--- src/design/bn_pkg.sv ---
package bn_pkg;

  localparam int MAX_CHANNELS = 4096;
  localparam int CH_W         = $clog2(MAX_CHANNELS);
  localparam int NUM_CH_W     = 13;
  localparam int DATA_W       = 32;
  localparam int EPS_W        = 16;
  localparam int CFG_INDEX_W  = 2;
  localparam int CFG_DATA_W   = 16;

  localparam int DEN_W      = 33;
  localparam int QUO_W      = 49;
  localparam int SRC_W      = 50;
  localparam int ROOT_W     = 25;
  localparam int SQ_REM_W   = 26;
  localparam int STEP_W     = 6;

  localparam logic [ROOT_W-1:0] INV_STD_MAX = 25'h100_0000;

  localparam logic CMD_SAMPLE = 1'b0;
  localparam logic CMD_LOAD   = 1'b1;

  typedef enum logic [CFG_INDEX_W-1:0] {
    REG_NUM_CHANNELS,
    REG_USE_GAMMA,
    REG_USE_BETA,
    REG_EPSILON
  } cfg_reg_t;

  typedef enum logic [1:0] {
    RS_IDLE,
    RS_DIV,
    RS_SQRT,
    RS_DONE
  } rsqrt_state_t;

  typedef struct packed {
    logic signed [DATA_W-1:0] mean;
    logic        [DATA_W-1:0] inv_std;
    logic signed [DATA_W-1:0] gamma;
    logic signed [DATA_W-1:0] beta;
  } bn_param_t;

  typedef struct packed {
    logic [NUM_CH_W-1:0] num_channels;
    logic                use_gamma;
    logic                use_beta;
  } bn_cfg_t;

  typedef struct packed {
    logic busy;
    logic done;
  } rsqrt_status_t;

  function automatic logic signed [31:0] sat32(input logic signed [48:0] v);
    if (v > 49'sd2147483647) begin
      return 32'sh7fff_ffff;
    end else if (v < -49'sd2147483648) begin
      return 32'sh8000_0000;
    end else begin
      return v[31:0];
    end
  endfunction

endpackage

--- src/design/bn_rsqrt.sv ---
module bn_rsqrt (
  input  logic                      clk,
  input  logic                      rst,
  input  logic                      start,
  input  logic [bn_pkg::DEN_W-1:0]  den,
  output bn_pkg::rsqrt_status_t     status,
  output logic [bn_pkg::DATA_W-1:0] inv_std
);
  import bn_pkg::*;

  rsqrt_state_t        state, state_next;
  logic [STEP_W-1:0]   cnt, cnt_next;
  logic [DEN_W-1:0]    dvsr, dvsr_next;
  logic [DEN_W-1:0]    rem, rem_next;
  logic [QUO_W-1:0]    quo, quo_next;
  logic [SRC_W-1:0]    src, src_next;
  logic [SQ_REM_W-1:0] sq_rem, sq_rem_next;
  logic [ROOT_W-1:0]   root, root_next;
  logic [DEN_W:0]      shifted;
  logic [SQ_REM_W+1:0] acc;
  logic [SQ_REM_W+1:0] trial;

  always_ff @(posedge clk) begin
    if (rst) begin
      state <= RS_IDLE;
      cnt   <= '0;
    end else begin
      state <= state_next;
      cnt   <= cnt_next;
    end
    dvsr   <= dvsr_next;
    rem    <= rem_next;
    quo    <= quo_next;
    src    <= src_next;
    sq_rem <= sq_rem_next;
    root   <= root_next;
  end

  always_comb begin
    state_next  = state;
    cnt_next    = cnt;
    dvsr_next   = dvsr;
    rem_next    = rem;
    quo_next    = quo;
    src_next    = src;
    sq_rem_next = sq_rem;
    root_next   = root;
    shifted     = {rem, (cnt == STEP_W'(QUO_W - 1))};
    acc         = {sq_rem, src[SRC_W-1 -: 2]};
    trial       = {1'b0, root, 2'b01};
    case (state)
      RS_IDLE: begin
        if (start) begin
          dvsr_next   = den;
          rem_next    = '0;
          quo_next    = '0;
          sq_rem_next = '0;
          cnt_next    = STEP_W'(QUO_W - 1);
          if (den == '0) begin
            root_next  = INV_STD_MAX;
            state_next = RS_DONE;
          end else begin
            root_next  = '0;
            state_next = RS_DIV;
          end
        end
      end
      RS_DIV: begin
        if (shifted >= {1'b0, dvsr}) begin
          rem_next = DEN_W'(shifted - {1'b0, dvsr});
          quo_next = {quo[QUO_W-2:0], 1'b1};
        end else begin
          rem_next = shifted[DEN_W-1:0];
          quo_next = {quo[QUO_W-2:0], 1'b0};
        end
        if (cnt == '0) begin
          src_next   = {1'b0, quo_next};
          cnt_next   = STEP_W'(ROOT_W - 1);
          state_next = RS_SQRT;
        end else begin
          cnt_next = cnt - 1'b1;
        end
      end
      RS_SQRT: begin
        if (acc >= trial) begin
          sq_rem_next = SQ_REM_W'(acc - trial);
          root_next   = {root[ROOT_W-2:0], 1'b1};
        end else begin
          sq_rem_next = acc[SQ_REM_W-1:0];
          root_next   = {root[ROOT_W-2:0], 1'b0};
        end
        src_next = {src[SRC_W-3:0], 2'b00};
        if (cnt == '0) begin
          state_next = RS_DONE;
        end else begin
          cnt_next = cnt - 1'b1;
        end
      end
      RS_DONE: begin
        state_next = RS_IDLE;
      end
      default: begin
        state_next = RS_IDLE;
      end
    endcase
  end

  assign status.busy = (state != RS_IDLE);
  assign status.done = (state == RS_DONE);
  assign inv_std     = {{(DATA_W - ROOT_W){1'b0}}, root};

`ifndef ASSERT_OFF
  a_root_range: assert property (@(posedge clk) disable iff (rst)
    status.done |-> root <= INV_STD_MAX)
    else $error("inverse sqrt result above 256.0");

  a_start_idle: assert property (@(posedge clk) disable iff (rst)
    start |-> state == RS_IDLE)
    else $error("inverse sqrt started while busy");
`endif

endmodule

--- config.mk ---
export PLATFORM = sky130hd
export DESIGN_NAME = bn_rsqrt
export DESIGN_NICKNAME = d
export VERILOG_FILES = /design/src/design/bn_pkg.sv /design/src/design/bn_rsqrt.sv
export SDC_FILE = /design/constraint.sdc
export NUM_CORES = 1
export LEC_CHECK = 0
export BUFFER_PORTS_ARGS = -buffer_cell sky130_fd_sc_hd__clkbuf_2
export CAP_MARGIN = 30
export CORE_MARGIN = 4
export CORE_UTILIZATION = 60
export DETAILED_ROUTE_END_ITERATION = 7
export GPL_ROUTABILITY_DRIVEN = 0
export PLACE_DENSITY = 0.79
export SLEW_MARGIN = 40
export SYNTH_ARGS = -nofsm -noshare
export SYNTH_HDL_FRONTEND = slang
export SYNTH_SLANG_ARGS = --single-unit
export TNS_END_PERCENT = 5
--- constraint.sdc ---
create_clock -name clk -period 8.6 [get_ports clk]
set_clock_uncertainty 0.15 [all_clocks]
set_input_delay 1.72 -clock clk [delete_from_list [all_inputs] [get_ports clk]]
set_output_delay 1.72 -clock clk [all_outputs]
set_load 0.02 [all_outputs]
* After elaboration in Yosys (flattened, before gate mapping)
Cells that the tools add are included.
** Word-level totals
- Input bits :: 36
- Memory bits (read-only) :: 0
- Register bits :: 223
- Output and inout bits :: 34
- Memories kept :: 0
- Word-level logic and storage cells :: 59
- RAM bits :: 0
- Latch bits :: 0
** Operators by class
- Multipliers :: 0
- Reduce and logical (&&, ||, !) cells :: 14
- Div/mod/pow operators :: 0
- Shifts and indexed selects :: 0
- Mux-type cells :: 24
- Add/subtract/negate cells :: 3
- Eq/ne operators :: 8
- Bitwise gates (word level) :: 0
- Order comparisons :: 2
** Operators by type and width (count)
- one-hot mux 50 bit (2 select lines) :: 1
- one-hot mux 48 bit (2 select lines) :: 1
- two-way mux 33 bit :: 2
- one-hot mux 33 bit (2 select lines) :: 1
- two-way mux 26 bit :: 2
- one-hot mux 26 bit (2 select lines) :: 1
- two-way mux 25 bit :: 2
- two-way mux 50 bit :: 1
- one-hot mux 25 bit (2 select lines) :: 1
- two-way mux 48 bit :: 1
- greater-or-equal comparator 34 x 33 -> 1 bit :: 1
- logical NOT 33 bit :: 1
- subtractor 33 bit :: 1
- greater-or-equal comparator 28 x 27 -> 1 bit :: 1
- subtractor 26 bit :: 1
- two-way mux 6 bit :: 3
- one-hot mux 6 bit (3 select lines) :: 1
- two-way mux 2 bit :: 4
- != test 2 bit (second input constant) :: 4
- one-hot mux 2 bit (4 select lines) :: 1
- AND reduction 2 bit :: 4
- nonzero test 2 bit :: 4
- == test 6 bit (second input constant) :: 1
- logical NOT 6 bit :: 1
- other kinds (7) :: 10

* Logic depth before layout (Yosys ltp)
Gate-level depths: netlist of run 1.
- Depth after elaboration :: 5
- Depth in mapped cells :: 17
- Mapped depth without buffers :: 15

* Worst setup path before layout of run 1
Ideal clock, no wire load.
- Kind :: register to register
- Start point :: register state[1]
- End point :: register quo[0], enable pin
- Stages on the path, launching flop included :: 5
- Path slack :: 1.393 ns
- Data required time :: 7.818 ns
- Path buffers :: 0
- Clock period less this slack :: 7.207 ns
- Setup time :: 0.632 ns
- Data arrival time :: 6.425 ns
- Path through :: dfxtp_1 inv_1 ha_1 inv_2 o21ai_0
** On the way
- Cells in the longest elaborated chain, start to end :: 3
- Elaborated cells between the ends (all ways) :: 5
- Those cells by class :: 2 x eq/ne; 3 x reduce/logical
** Ends and longest elaborated chain
- from (decl) :: line bn_rsqrt.sv:11 : rsqrt_state_t state, state_next;
- from (signal assigned) :: line bn_rsqrt.sv:28 : state <= state_next;
- == test 2 x 1 -> 1 bit / logical NOT 2 bit (equally long branches) :: line bn_rsqrt.sv:51 : case (state)
- nonzero test 2 bit (no source line) / != test 2 bit (equally long branches)
- AND reduction 2 bit (no source line) (*)
- to (signal assigned) :: line bn_rsqrt.sv:33 : quo <= quo_next;
- to (decl) :: line bn_rsqrt.sv:15 : logic [QUO_W-1:0] quo, quo_next;
Mark *: on every way between the ends. The rest lies on a longest branch, timed or not.
A chain may end at the register's enable or synchronous reset.

* Worst setup path in the final report of run 1
- Start point :: register cnt[0]
- End point :: register rem[32], data pin
** On the way
- Cells in the longest elaborated chain, start to end :: 4
- Elaborated cells between the ends (all ways) :: 5
- Those cells by class :: 1 x add/sub; 1 x order compare; 1 x eq/ne; 2 x mux
** Ends and longest elaborated chain
- from (decl) :: line bn_rsqrt.sv:12 : logic [STEP_W-1:0] cnt, cnt_next;
- from (signal assigned) :: line bn_rsqrt.sv:29 : cnt <= cnt_next;
- == test 6 bit (*) :: line bn_rsqrt.sv:48 : shifted = {rem, (cnt == STEP_W'(QUO_W - 1))};
- subtractor 33 bit / greater-or-equal comparator 34 x 33 -> 1 bit (equally long branches) :: line bn_rsqrt.sv:70, bn_rsqrt.sv:69
- two-way mux 33 bit (*) :: line bn_rsqrt.sv:69 : if (shifted >= {1'b0, dvsr}) begin
- one-hot mux 33 bit (2 select lines) (*) :: line bn_rsqrt.sv:51
- to (signal assigned) :: line bn_rsqrt.sv:32 : rem <= rem_next;
- to (decl) :: line bn_rsqrt.sv:14 : logic [DEN_W-1:0] rem, rem_next;
Marked as above.

==> results of run 1 <==
cell usage in the layout (no fill, tap or decap), types with 22 or more instances in the layout:
cell type                   count
sky130_fd_sc_hd__xor2_1        22
sky130_fd_sc_hd__o21ai_0       37
sky130_fd_sc_hd__clkbuf_2      62
sky130_fd_sc_hd__a21oi_1       51
sky130_fd_sc_hd__nand2_1       34
sky130_fd_sc_hd__a21o_1        29
sky130_fd_sc_hd__xnor2_1       34
sky130_fd_sc_hd__nor2_1       107
sky130_fd_sc_hd__edfxtp_1     215
sky130_fd_sc_hd__and2_1        52
sky130_fd_sc_hd__mux2i_1       44
sky130_fd_sc_hd__inv_1         78
sky130_fd_sc_hd__mux2_2        49
sky130_fd_sc_hd__clkbuf_16     25
sky130_fd_sc_hd__ha_1          65
how the worst max path moves through the flow:
stage                                       end  slack [ns]  cells after the start
after detailed placement  rem[32]$_SDFFCE_PN0P_        4.00                     16
final                     rem[32]$_SDFFCE_PN0P_        3.96                     16
after global routing      rem[27]$_SDFFCE_PN0P_        3.60                     16
after floorplan            quo[0]$_SDFFCE_PN0P_        1.39                      4
after CTS                 rem[32]$_SDFFCE_PN0P_        3.94                     16
after global placement    rem[27]$_SDFFCE_PN0P_        4.21                     16
registers in the layout, summed over array words and instances, names as in the netlist:
signal / flops
cnt: 6
rem: 33
sq_rem: 26
state: 2
root: 25
src: 50
quo: 48
dvsr: 33
stage by stage:
stage / hold slack [ns] / cells / instance area (µm²) / worst slack, ns
after floorplan: 0.333 / 1042 / 12200 / 1.39
after global placement: 0.346 / 1338 / 12700 / 4.21
after detailed placement: 0.369 / 1339 / 12800 / 4.00
after CTS: 0.380 / 1381 / 13500 / 3.94
after global routing: 0.406 / 1381 / 13500 / 3.60
final: 0.376 / 1381 / 13500 / 3.96
layout make-up:
class	instances	area [µm²]	share of cell area
Sequential cell	223	6620	0.489
Multi-Input combinational cell	699	5130	0.379
Clock buffer	31	648	0.0479
Timing Repair Buffer	72	393	0.0291
Tap cell	265	332	0.0245
Inverter	80	300	0.0222
Clock inverter	11	103	0.00759
worst register-to-register path, stage by stage (launching register included):
cell	delay, ns
sky130_fd_sc_hd__dfxtp_1	0.36
sky130_fd_sc_hd__inv_1	0.09
sky130_fd_sc_hd__ha_1	0.22
sky130_fd_sc_hd__nand4_1	0.15
sky130_fd_sc_hd__ha_1	0.18
sky130_fd_sc_hd__inv_1	0.05
sky130_fd_sc_hd__fa_1	0.43
sky130_fd_sc_hd__a21oi_1	0.22
sky130_fd_sc_hd__o211a_1	0.21
sky130_fd_sc_hd__a211o_1	0.19
sky130_fd_sc_hd__o21ai_2	0.12
sky130_fd_sc_hd__a21oi_1	0.41
sky130_fd_sc_hd__o211ai_1	0.19
sky130_fd_sc_hd__a31oi_4	0.57
sky130_fd_sc_hd__buf_4	0.46
sky130_fd_sc_hd__nand2b_1	0.27
sky130_fd_sc_hd__o21ai_0	0.13
routing by layer:
layer / GRT usage / vias to the layer above
met3: 0.0382 / 30
met5: 0 / -
li1: - / 3912
met4: 0.0435 / 2
met2: 0.335 / 190
met1: 0.293 / 3864
cells by family (layout without fill, tap and decap cells):
kind of cell    count (synthesis)  count (layout)  synth area share
simple gates                  270             270             0.108
flops                         223             223             0.542
buf+inv                       120             194            0.0437
fa+ha+maj                      67              67            0.0693
mux                            93              93            0.0813
compound gates                206             206             0.114
xor+xnor                       56              56            0.0402
other cells                     1               7          0.000307
==> run summary, run 1 <==
The area growth from synthesis to layout is 10.8%. The total length of routed met3 wires came out at approximately 1400 µm. Ranked by instance count, the synthesized netlist is headed by sky130_fd_sc_hd__edfxtp_1, sky130_fd_sc_hd__nor2_1, sky130_fd_sc_hd__inv_1, sky130_fd_sc_hd__ha_1, sky130_fd_sc_hd__and2_1. The actual slew at the worst max-slew pin came out at about 0.8 ns. The worst setup path is launched from a flip-flop. The number of buffers between clock root and the deepest sink came out at 3. TritonCTS built the clock tree. The setup violation total in the final timing report came out at 0. The number of max-slew violations in the final report came out at 0. For the worst setup path, the data required time is between 8 and 9 ns. The tightest min-delay check is of the flip-flop to flip-flop type. The floorplan step defined a die boundary enclosing roughly 23000 µm². In this design, the largest share of critical-path delay is due to compound AO/OA/AOI/OAI gates. The reg-to-reg startpoint is cnt[0]$_SDFFE_PP0P_. The clock sink count came out at 223. The critical path endpoint category is a flip-flop. Walking the worst path, the cells encountered are inv_1 > ha_1 > nand4_1 > ha_1 > inv_1 > fa_1 > a21oi_1 > o211a_1 > a211o_1 > o21ai_2 > a21oi_1 > o211ai_1 > a31oi_4 > buf_4 > nand2b_1 > o21ai_0. The fraction of final layout cells sized beyond drive strength 1 came out at 0.153. The number of maximum-capacitance violations came out at 0. Setup repair after global routing left no endpoint under its margin. Among all cell types in the netlist, the one instantiated most often is sky130_fd_sc_hd__edfxtp_1. The endpoint identified for the worst register-to-register timing path is rem[32]$_SDFFCE_PN0P_. sky130_fd_sc_hd__edfxtp_1 takes more of the synthesized area than any other cell. The share of the Yosys chip area taken by registers is 0.542. The number of remaining DRC errors came out at 0. In this run the worst setup path begins at cnt[0]$_SDFFE_PP0P_.

The remaining antenna violation count came out at 0. The wire length per cell is ~17 µm. The pin count of the biggest net entering global routing came out at slightly above 80. The critical path's largest stage delay is ~0.57 ns. Setup total negative slack on the finished layout was measured at 0 ns. In the finished design, the share of the clock period the worst path needs comes to 0.539. The run finished with clean final reports.

The post-synthesis instance total is 1036. The HPWL after detailed placement is 15800 µm. The number of synthesized flops with an enable pin is 215.

The number of antenna violations at the first check in global routing was 1. The depth of the CTS H-tree came out at 1. The number of antenna diodes in the final layout is 0. The met1 wire length came out at 10800 µm. The placement row count came out at 51. For this run, the share of the core covered by cells in the final layout is 0.686.

The initial core utilization came out at 0.619. The total clock buffers created by CTS came out at 24. In this run the count of I/O pins placed on the die edge is 70. In this run the worst path has a maximum fanout of 26. The post-CTS setup buffer count is 0. The worst min-delay path endpoint is cnt[1]$_SDFFE_PP0P_. The number of buffers added on ports came out at a little over 60. The width of the chip is 151 µm. The final-report hold violation count is 0. For this run, the leading register cell type out of synthesis is sky130_fd_sc_hd__edfxtp_1. The total global routing track utilization came out at 0.206. Yosys mapped the design onto 70 distinct sky130hd cell types. The reg2reg setup slack is roughly 4 ns.

The flip-flop and latch count after synthesis is ~220. The quantity of gates resized following cts is 0. The critical path contains buffers and inverters numbering 3 combined. The via-per-instance ratio is 5.79. The path depth of the worst reg2reg path came out at 16. The number of global-route vias before repair is a little under 8000. The hold-fix buffer count after cts is 0. Data arrives at the worst endpoint at 4.74 ns.

In this run the top signal layer used is met5. The number of vias after detailed routing came out at between 7000 and 8000. The global-route wire length before repair is approximately 38000 µm. Clock-pin slew was measured on the worst setup and hold paths at around 0.060 ns. The cell chosen for the clock root is sky130_fd_sc_hd__clkbuf_16. On the critical path, the stage with the largest delay is an instance of sky130_fd_sc_hd__a31oi_4. The worst hold path stage count is 2.

Counting the fill cells in the layout gives between 1000 and 1500. The worst max-slew margin expressed relative to the limit is 0.470. The aggregate global routing overflow came out at 0. The beginning of the worst hold path is cnt[1]$_SDFFE_PP0P_. The detailed router's first-iteration violation count is between 500 and 600. The smallest clock period supported by the final layout is computed as approximately 4.6 ns. The number of detailed-route iterations in the first pass came out at 5.

The fraction of registers with async set/reset came out at 0. By area the synthesized netlist is led by sky130_fd_sc_hd__edfxtp_1, sky130_fd_sc_hd__ha_1, sky130_fd_sc_hd__mux2_2, sky130_fd_sc_hd__mux2i_1, sky130_fd_sc_hd__nor2_1. The post-detailed-routing wire length came out at 23400 µm. The average cell area after synthesis is 11.8 µm². The region available for standard cell placement spans 19700 µm². The warning count from the yosys run is 0. The critical path is of the flip-flop to flip-flop type.

The sum of met2 wire segment lengths after detailed routing is around 11000 µm. The die extent in y came out at about 150 µm. The net total in the final layout came out at between 1000 and 1500.

The clock insertion delay at the later pin of the skew report came out at 0.52 ns. The highest clock rate is approximately 0.22 GHz. The cell area after synthesis is around 12000 µm².

Of the post-synthesis cell area, the dominant cell type holds 0.529.
Power of run 1 is not shown: default switching activity piles up to over one toggle a cycle in this logic, so the estimate is an artifact.
==> inputs of run 2 (changes only) <==
clock period = 4.85 ns   (was 8.6 ns; I/O delays follow)
==> run 2 against run 1 <==
- wire length grew 0.83%
- core utilization rose by 0.60 points
- first-iteration DRC count is 0.87% lower
- cell area is 0.88% higher
- global-route usage is 0.22 points higher
- count of clock-buffer cells in the layout up 1
- critical path depth stayed put
- setup slack got worse by 3.3 ns
- die area unchanged
- fmax is 9.8% higher
- critical path type unchanged
==> run summary, run 2 (synthesis gave the netlist of run 1 again) <==
Run status: finished, final reports clean (unchanged). The clock period minus worst slack came out at 4.23 ns (was 4.64 ns). The total global routing track utilization is 0.208 (was 0.206). The largest fanout on the critical path was 31 (was 26).

The width of the chip is 151 µm (unchanged). The number of remaining DRC errors was 0 (unchanged). The sum of met2 wire segment lengths after detailed routing came to 10900 µm (about the same). The fraction of final layout cells sized beyond drive strength 1 is 0.160 (was 0.153).

The count of fill cells added during filler insertion came out at 1422 (was 1412). The detailed-placement wirelength estimate was 15900 µm (was 15800 µm). The kind of start point of the critical path was a flip-flop (unchanged). The worst min-delay path category is flip-flop to flip-flop (unchanged).

The number of global-route vias before repair is 7785 (was 7766). The area growth from synthesis to layout is 11.8% (was 10.8%). The placeable core region came to 19700 µm² (unchanged). The wire length per cell is 17.0 µm (was 16.9 µm). The most common library cell in the layout ignoring fill and taps is sky130_fd_sc_hd__edfxtp_1 (unchanged). The number of detailed-route iterations in the first pass is 5 (unchanged). The met1 wire length is 10800 µm (about the same).

The final critical-path share of the clock period came out at 0.871 (was 0.539). The number of max-slew violations in the final report is 0 (unchanged). Commonest cells after routing, fill and taps aside: sky130_fd_sc_hd__edfxtp_1, sky130_fd_sc_hd__nor2_1, sky130_fd_sc_hd__inv_1 (unchanged).

Setup repair after global routing missed its margin: false (unchanged). The number of antenna violations at the first check in global routing is 0 (was 1). The count of boundary I/O pins is 70 (unchanged). The detailed router's first-iteration violation count came out at 573 (was 578). The classification of the worst setup path is flip-flop to flip-flop (unchanged). The post-route core utilization came out at 0.692 (was 0.686).

The post-detailed-routing wire length was 23600 µm (was 23400 µm). The number of maximum-capacitance violations is 0 (unchanged). The placement row count is 51 (unchanged).

The required arrival time at the worst endpoint came out at 4.95 ns (was 8.71 ns). The cell chosen for the clock root was sky130_fd_sc_hd__clkbuf_16 (unchanged). The highest clock rate is 0.237 GHz (was 0.216 GHz).

The number of buffers added on ports came to 62 (unchanged). The post-CTS setup buffer count came out at 0 (unchanged). The top layer used by detailed routing is met4 (was met5). The most flop-heavy register is src (unchanged). The final antenna diode count came to 0 (unchanged).

The clock tree from TritonCTS is built (unchanged). The clock edge transition at the registers on the reported setup and hold paths is 0.06 ns (about the same). The flip-flop count of the largest register after layout is 50 (unchanged). The hold-fix buffer count after cts is 0 (unchanged).

The worst max-slew margin expressed relative to the limit is 0.477 (was 0.470). The die extent in y is 151 µm (unchanged). The endpoint arrival time on the critical path is 4.33 ns (was 4.74 ns). The net total in the final layout was 1205 (was 1203). The overall die area came out at 22700 µm² (unchanged). The actual slew at the worst max-slew pin is 0.777 ns (was 0.788 ns). The via-per-instance ratio came to 5.79 (about the same). The clock sink count came out at 223 (unchanged). The total length of routed met3 wires was 1360 µm (was 1370 µm). The number of vias after detailed routing came to 8017 (was 7998). The remaining antenna violation count came to 0 (unchanged). The initial core utilization is 0.619 (unchanged). The aggregate global routing overflow is 0 (unchanged). The setup violation total in the final timing report is 0 (unchanged). The number of buffers between clock root and the deepest sink is 3 (unchanged). The global-route wire length before repair came out at 38400 µm (was 38200 µm).

The final-report hold violation count came to 0 (unchanged). Largest registers in the final layout: src (50), quo (48) (unchanged). The critical path endpoint category is a flip-flop (unchanged).

The total clock buffers created by CTS was 24 (unchanged). The pin count of the biggest net entering global routing came out at 60 (was 82). The quantity of gates resized following cts is 0 (unchanged). The depth of the CTS H-tree is 1 (unchanged). The clock insertion delay at the later pin of the skew report came out at 0.52 ns (about the same).
## run 2: changes by cell type in the layout (fill, tap and decap cells not counted), moves of 2 or more
cell | before | now
sky130_fd_sc_hd__clkbuf_8 | 0 | 4
sky130_fd_sc_hd__buf_8 | 0 | 2
sky130_fd_sc_hd__buf_6 | 2 | 0
sky130_fd_sc_hd__clkinv_2 | 4 | 2
sky130_fd_sc_hd__clkinv_1 | 5 | 3
sky130_fd_sc_hd__clkinvlp_4 | 1 | 3
sky130_fd_sc_hd__clkbuf_1 | 6 | 3
## run 2: final cells by class
class,count,area (µm²),area share
tap,265,332,0.0243
clock inverter,12,148,0.0108
clock buffer,32,692,0.0507
inverter,80,300,0.0220
multi-input combinational,699,5120,0.376
sequential,223,6620,0.485
timing repair buffer,74,428,0.0314
## run 2: metal layers
layer	global-route usage	up-vias
li1	-	3916
met1	0.291	3867
met2	0.334	195
met3	0.0409	39
met4	0.0607	0
met5	0	-
## run 2: final timing paths
path	from	endpoint	slack [ns]	cells past startpoint
setup / recovery	cnt[0]$_SDFFE_PP0P_	rem[6]$_SDFFCE_PN0P_	0.62	16
hold / removal	cnt[1]$_SDFFE_PP0P_	cnt[1]$_SDFFE_PP0P_	0.37	2
setup reg to reg	cnt[0]$_SDFFE_PP0P_	rem[6]$_SDFFCE_PN0P_	0.62	16
hold reg to reg	cnt[1]$_SDFFE_PP0P_	cnt[1]$_SDFFE_PP0P_	0.37	2
## run 2: stage by stage
step | setup TNS, ns | std cells | hold WS, ns | setup slack, ns | instance area [µm²]
after floorplan | -19.47 | 1042 | 0.333 | -0.389 | 12200
after global placement | 0 | 1339 | 0.355 | 0.892 | 12800
after detailed placement | 0 | 1341 | 0.359 | 0.729 | 12800
after CTS | 0 | 1385 | 0.374 | 0.676 | 13600
after global routing | 0 | 1385 | 0.402 | 0.306 | 13600
final | 0 | 1385 | 0.369 | 0.624 | 13600
## run 2: critical path, stage by stage, from the launching register on
cell and delay (ns):
sky130_fd_sc_hd__dfxtp_1 0.38, sky130_fd_sc_hd__inv_1 0.11, sky130_fd_sc_hd__ha_1 0.22, sky130_fd_sc_hd__nand4_1 0.15
sky130_fd_sc_hd__ha_1 0.17, sky130_fd_sc_hd__inv_1 0.05, sky130_fd_sc_hd__fa_1 0.43, sky130_fd_sc_hd__a21oi_1 0.24
sky130_fd_sc_hd__o211a_1 0.22, sky130_fd_sc_hd__a211o_1 0.21, sky130_fd_sc_hd__o21ai_2 0.12, sky130_fd_sc_hd__a21oi_1 0.38
sky130_fd_sc_hd__o211ai_1 0.20, sky130_fd_sc_hd__a31oi_4 0.36, sky130_fd_sc_hd__buf_12 0.27, sky130_fd_sc_hd__mux2i_1 0.22
sky130_fd_sc_hd__nor2_1 0.05
Power of run 2 is left out for the same reason.
==> inputs of run 3 (changes only) <==
CORE_UTILIZATION = 50   (was 60)
MAX_ROUTING_LAYER = met4   (was unset)
PLACE_DENSITY = 0.67   (was 0.79)
==> run 3 against run 2 <==
- via count shrank 0.89%
- critical path depth is the same
- flip-flop and latch count did not move
- fmax up 2.4%
- count of clock-buffer cells in the layout decreased by 1
- cell count is 3.9% higher
- setup slack gained 0.097 ns
- register-to-register slack improved by 0.097 ns
- hold slack gained 0.020 ns
- sequential share of layout area increased by 0.071 points
- first-iteration DRC count down 9.1%
==> run summary, run 3 (synthesis gave the netlist of run 1 again) <==
The most common library cell in the layout ignoring fill and taps is sky130_fd_sc_hd__edfxtp_1 (unchanged). The worst reg2reg path endpoint is rem[12]$_SDFFCE_PN0P_ (was rem[6]$_SDFFCE_PN0P_). The flip-flop count of the largest register after layout came out at 50 (unchanged). The combined area of the multi-input logic cells came out at 5140 µm² (was 5120 µm²). The clock tree from TritonCTS is built (unchanged).

The worst min-delay path endpoint is cnt[1]$_SDFFE_PP0P_ (unchanged). The reg-to-reg startpoint was cnt[0]$_SDFFE_PP0P_ (unchanged). The number of buffers added on ports came to 62 (unchanged). The width of the chip is 164 µm (was 151 µm). The clock insertion delay at the later pin of the skew report came out at 0.53 ns (was 0.52 ns). The number of detailed-route iterations in the first pass is 5 (unchanged).

The final-report hold violation count is 0 (unchanged). The total clock buffers created by CTS came out at 25 (was 24). The pre-CTS setup slack is 0.739 ns (was 0.729 ns).

The number of global-route vias before repair is 7868 (was 7785). The number of vias after detailed routing is 7946 (was 8017). The actual slew at the worst max-slew pin is 0.812 ns (was 0.777 ns). The quantity of gates resized following cts came out at 0 (unchanged). The count of boundary I/O pins is 70 (unchanged). Setup repair after global routing missed its margin: false (unchanged). The hold-fix buffer count after cts came out at 0 (unchanged).

The worst min-delay path category is flip-flop to flip-flop (unchanged). The final critical-path share of the clock period came out at 0.851 (was 0.871). The path depth of the worst reg2reg path came out at 16 (unchanged). The number of buffers between clock root and the deepest sink came out at 3 (unchanged). The remaining antenna violation count was 0 (unchanged). The initial core utilization is 0.513 (was 0.619). The detailed router's first-iteration violation count came out at 521 (was 573). The total global routing track utilization came out at 0.184 (was 0.208). The wire length per cell is 16.6 µm (was 17.0 µm). The endpoint arrival time on the critical path came out at 4.23 ns (was 4.33 ns).

The final worst-path setup slack is 0.722 ns (was 0.624 ns). The clock edge transition at the registers on the reported setup and hold paths is 0.06 ns (about the same). The placeable core region came to 23800 µm² (was 19700 µm²). The depth of the CTS H-tree came to 1 (unchanged). The largest fanout on the critical path was 31 (unchanged). The detailed-placement wirelength estimate came out at 16200 µm (was 15900 µm). The number of antenna violations at the first check in global routing is 1 (was 0). The placed instance count came to 1393 (was 1341). The post-CTS setup buffer count was 0 (unchanged).

Commonest cells after routing, fill and taps aside: sky130_fd_sc_hd__edfxtp_1, sky130_fd_sc_hd__nor2_1, sky130_fd_sc_hd__inv_1 (unchanged). The worst max-slew margin expressed relative to the limit is 0.457 (was 0.477). The count of fill cells added during filler insertion came out at 2000 (was 1422). The critical path endpoint category is a flip-flop (unchanged). The count of non-filler cells in the finished layout is 1439 (was 1385). The pin count of the biggest net entering global routing is 61 (was 60). The highest clock rate was 0.242 GHz (was 0.237 GHz). The number of remaining DRC errors came out at 0 (unchanged). The clock sink count came to 223 (unchanged).

The fraction of final layout cells sized beyond drive strength 1 is 0.157 (was 0.160). The classification of the worst setup path is flip-flop to flip-flop (unchanged). The number of maximum-capacitance violations is 0 (unchanged). The most flop-heavy register is src (unchanged). The required arrival time at the worst endpoint is 4.95 ns (about the same). The worst hold path stage count is 2 (unchanged). The post-detailed-routing wire length came to 24000 µm (was 23600 µm). The number of max-slew violations in the final report is 0 (unchanged). The area growth from synthesis to layout is 11.6% (was 11.8%).

The placement row count came to 56 (was 51). The kind of start point of the critical path is a flip-flop (unchanged). The setup violation total in the final timing report came to 0 (unchanged). The worst hold slack across all endpoints came out at 0.389 ns (was 0.369 ns).

The die extent in y is 164 µm (was 151 µm). The cell chosen for the clock root is sky130_fd_sc_hd__clkbuf_16 (unchanged). The register cell area after layout is 6620 µm² (unchanged). Run status: finished, final reports clean (unchanged).

The overall die area came out at 27000 µm² (was 22700 µm²). The clock period minus worst slack came to 4.13 ns (was 4.23 ns). The aggregate global routing overflow is 0 (unchanged). Largest registers in the final layout: src (50), quo (48) (unchanged).

The via-per-instance ratio is 5.52 (was 5.79). The beginning of the worst hold path is cnt[1]$_SDFFE_PP0P_ (unchanged). The reg2reg setup slack was 0.72 ns (was 0.62 ns). The global-route wire length before repair came out at 39500 µm (was 38400 µm).

The net total in the final layout came to 1204 (was 1205).
## run 3: critical path, stage by stage (launching register included)
cell                       delay (ns)
sky130_fd_sc_hd__dfxtp_1         0.37
sky130_fd_sc_hd__inv_1           0.10
sky130_fd_sc_hd__ha_1            0.22
sky130_fd_sc_hd__nand4_1         0.12
sky130_fd_sc_hd__ha_1            0.17
sky130_fd_sc_hd__inv_1           0.05
sky130_fd_sc_hd__fa_1            0.43
sky130_fd_sc_hd__a21oi_1         0.23
sky130_fd_sc_hd__o211a_1         0.21
sky130_fd_sc_hd__a211o_1         0.20
sky130_fd_sc_hd__o21ai_2         0.12
sky130_fd_sc_hd__a21oi_1         0.38
sky130_fd_sc_hd__o211ai_1        0.18
sky130_fd_sc_hd__a31oi_4         0.35
sky130_fd_sc_hd__buf_12          0.27
sky130_fd_sc_hd__mux2i_1         0.22
sky130_fd_sc_hd__nor2_1          0.06
## run 3: how the worst max path moves through the flow
| stage | from | end | slack (ns) | cells after the start |
|---|---|---|---|---|
| 2_1_floorplan | state[1]$_SDFFE_PP0P_ | src[0]$_SDFFCE_PP0P_ | -0.39 | 5 |
| 3_3_place_gp | cnt[0]$_SDFFE_PP0P_ | rem[12]$_SDFFCE_PN0P_ | 0.93 | 16 |
| 3_5_place_dp | cnt[0]$_SDFFE_PP0P_ | rem[12]$_SDFFCE_PN0P_ | 0.74 | 16 |
| 4_1_cts | cnt[0]$_SDFFE_PP0P_ | rem[12]$_SDFFCE_PN0P_ | 0.73 | 16 |
| 5_1_grt | cnt[0]$_SDFFE_PP0P_ | rem[12]$_SDFFCE_PN0P_ | 0.44 | 16 |
| 6_report | cnt[0]$_SDFFE_PP0P_ | rem[12]$_SDFFCE_PN0P_ | 0.72 | 16 |
## run 3: per-stage QoR
stage,instance area [µm²],setup TNS [ns],utilization
after global routing,13600,0,0.573
after detailed placement,12800,0,0.541
after global placement,12800,0,0.540
after floorplan,12200,-19.47,-
after CTS,13600,0,0.573
final,13600,0,0.573
## run 3: area by class of cell
cell class,count,area share
Antenna cell,1,0.000184
Multi-Input combinational cell,699,0.378
Clock inverter,14,0.00790
Clock buffer,31,0.0476
Sequential cell,223,0.486
Timing Repair Buffer,72,0.0292
Inverter,80,0.0221
Tap cell,319,0.0293
## run 3: per-layer routing
| metal | routed length, µm | track usage | up-vias |
|---|---|---|---|
| met2 | 11300 | 0.290 | 136 |
| met5 | 0 | - | - |
| met4 | 618 | 0.0496 | 0 |
| li1 | - | - | 3918 |
| met1 | 11100 | 0.250 | 3855 |
| met3 | 926 | 0.0304 | 37 |
Power of run 3 is left out for the same reason.
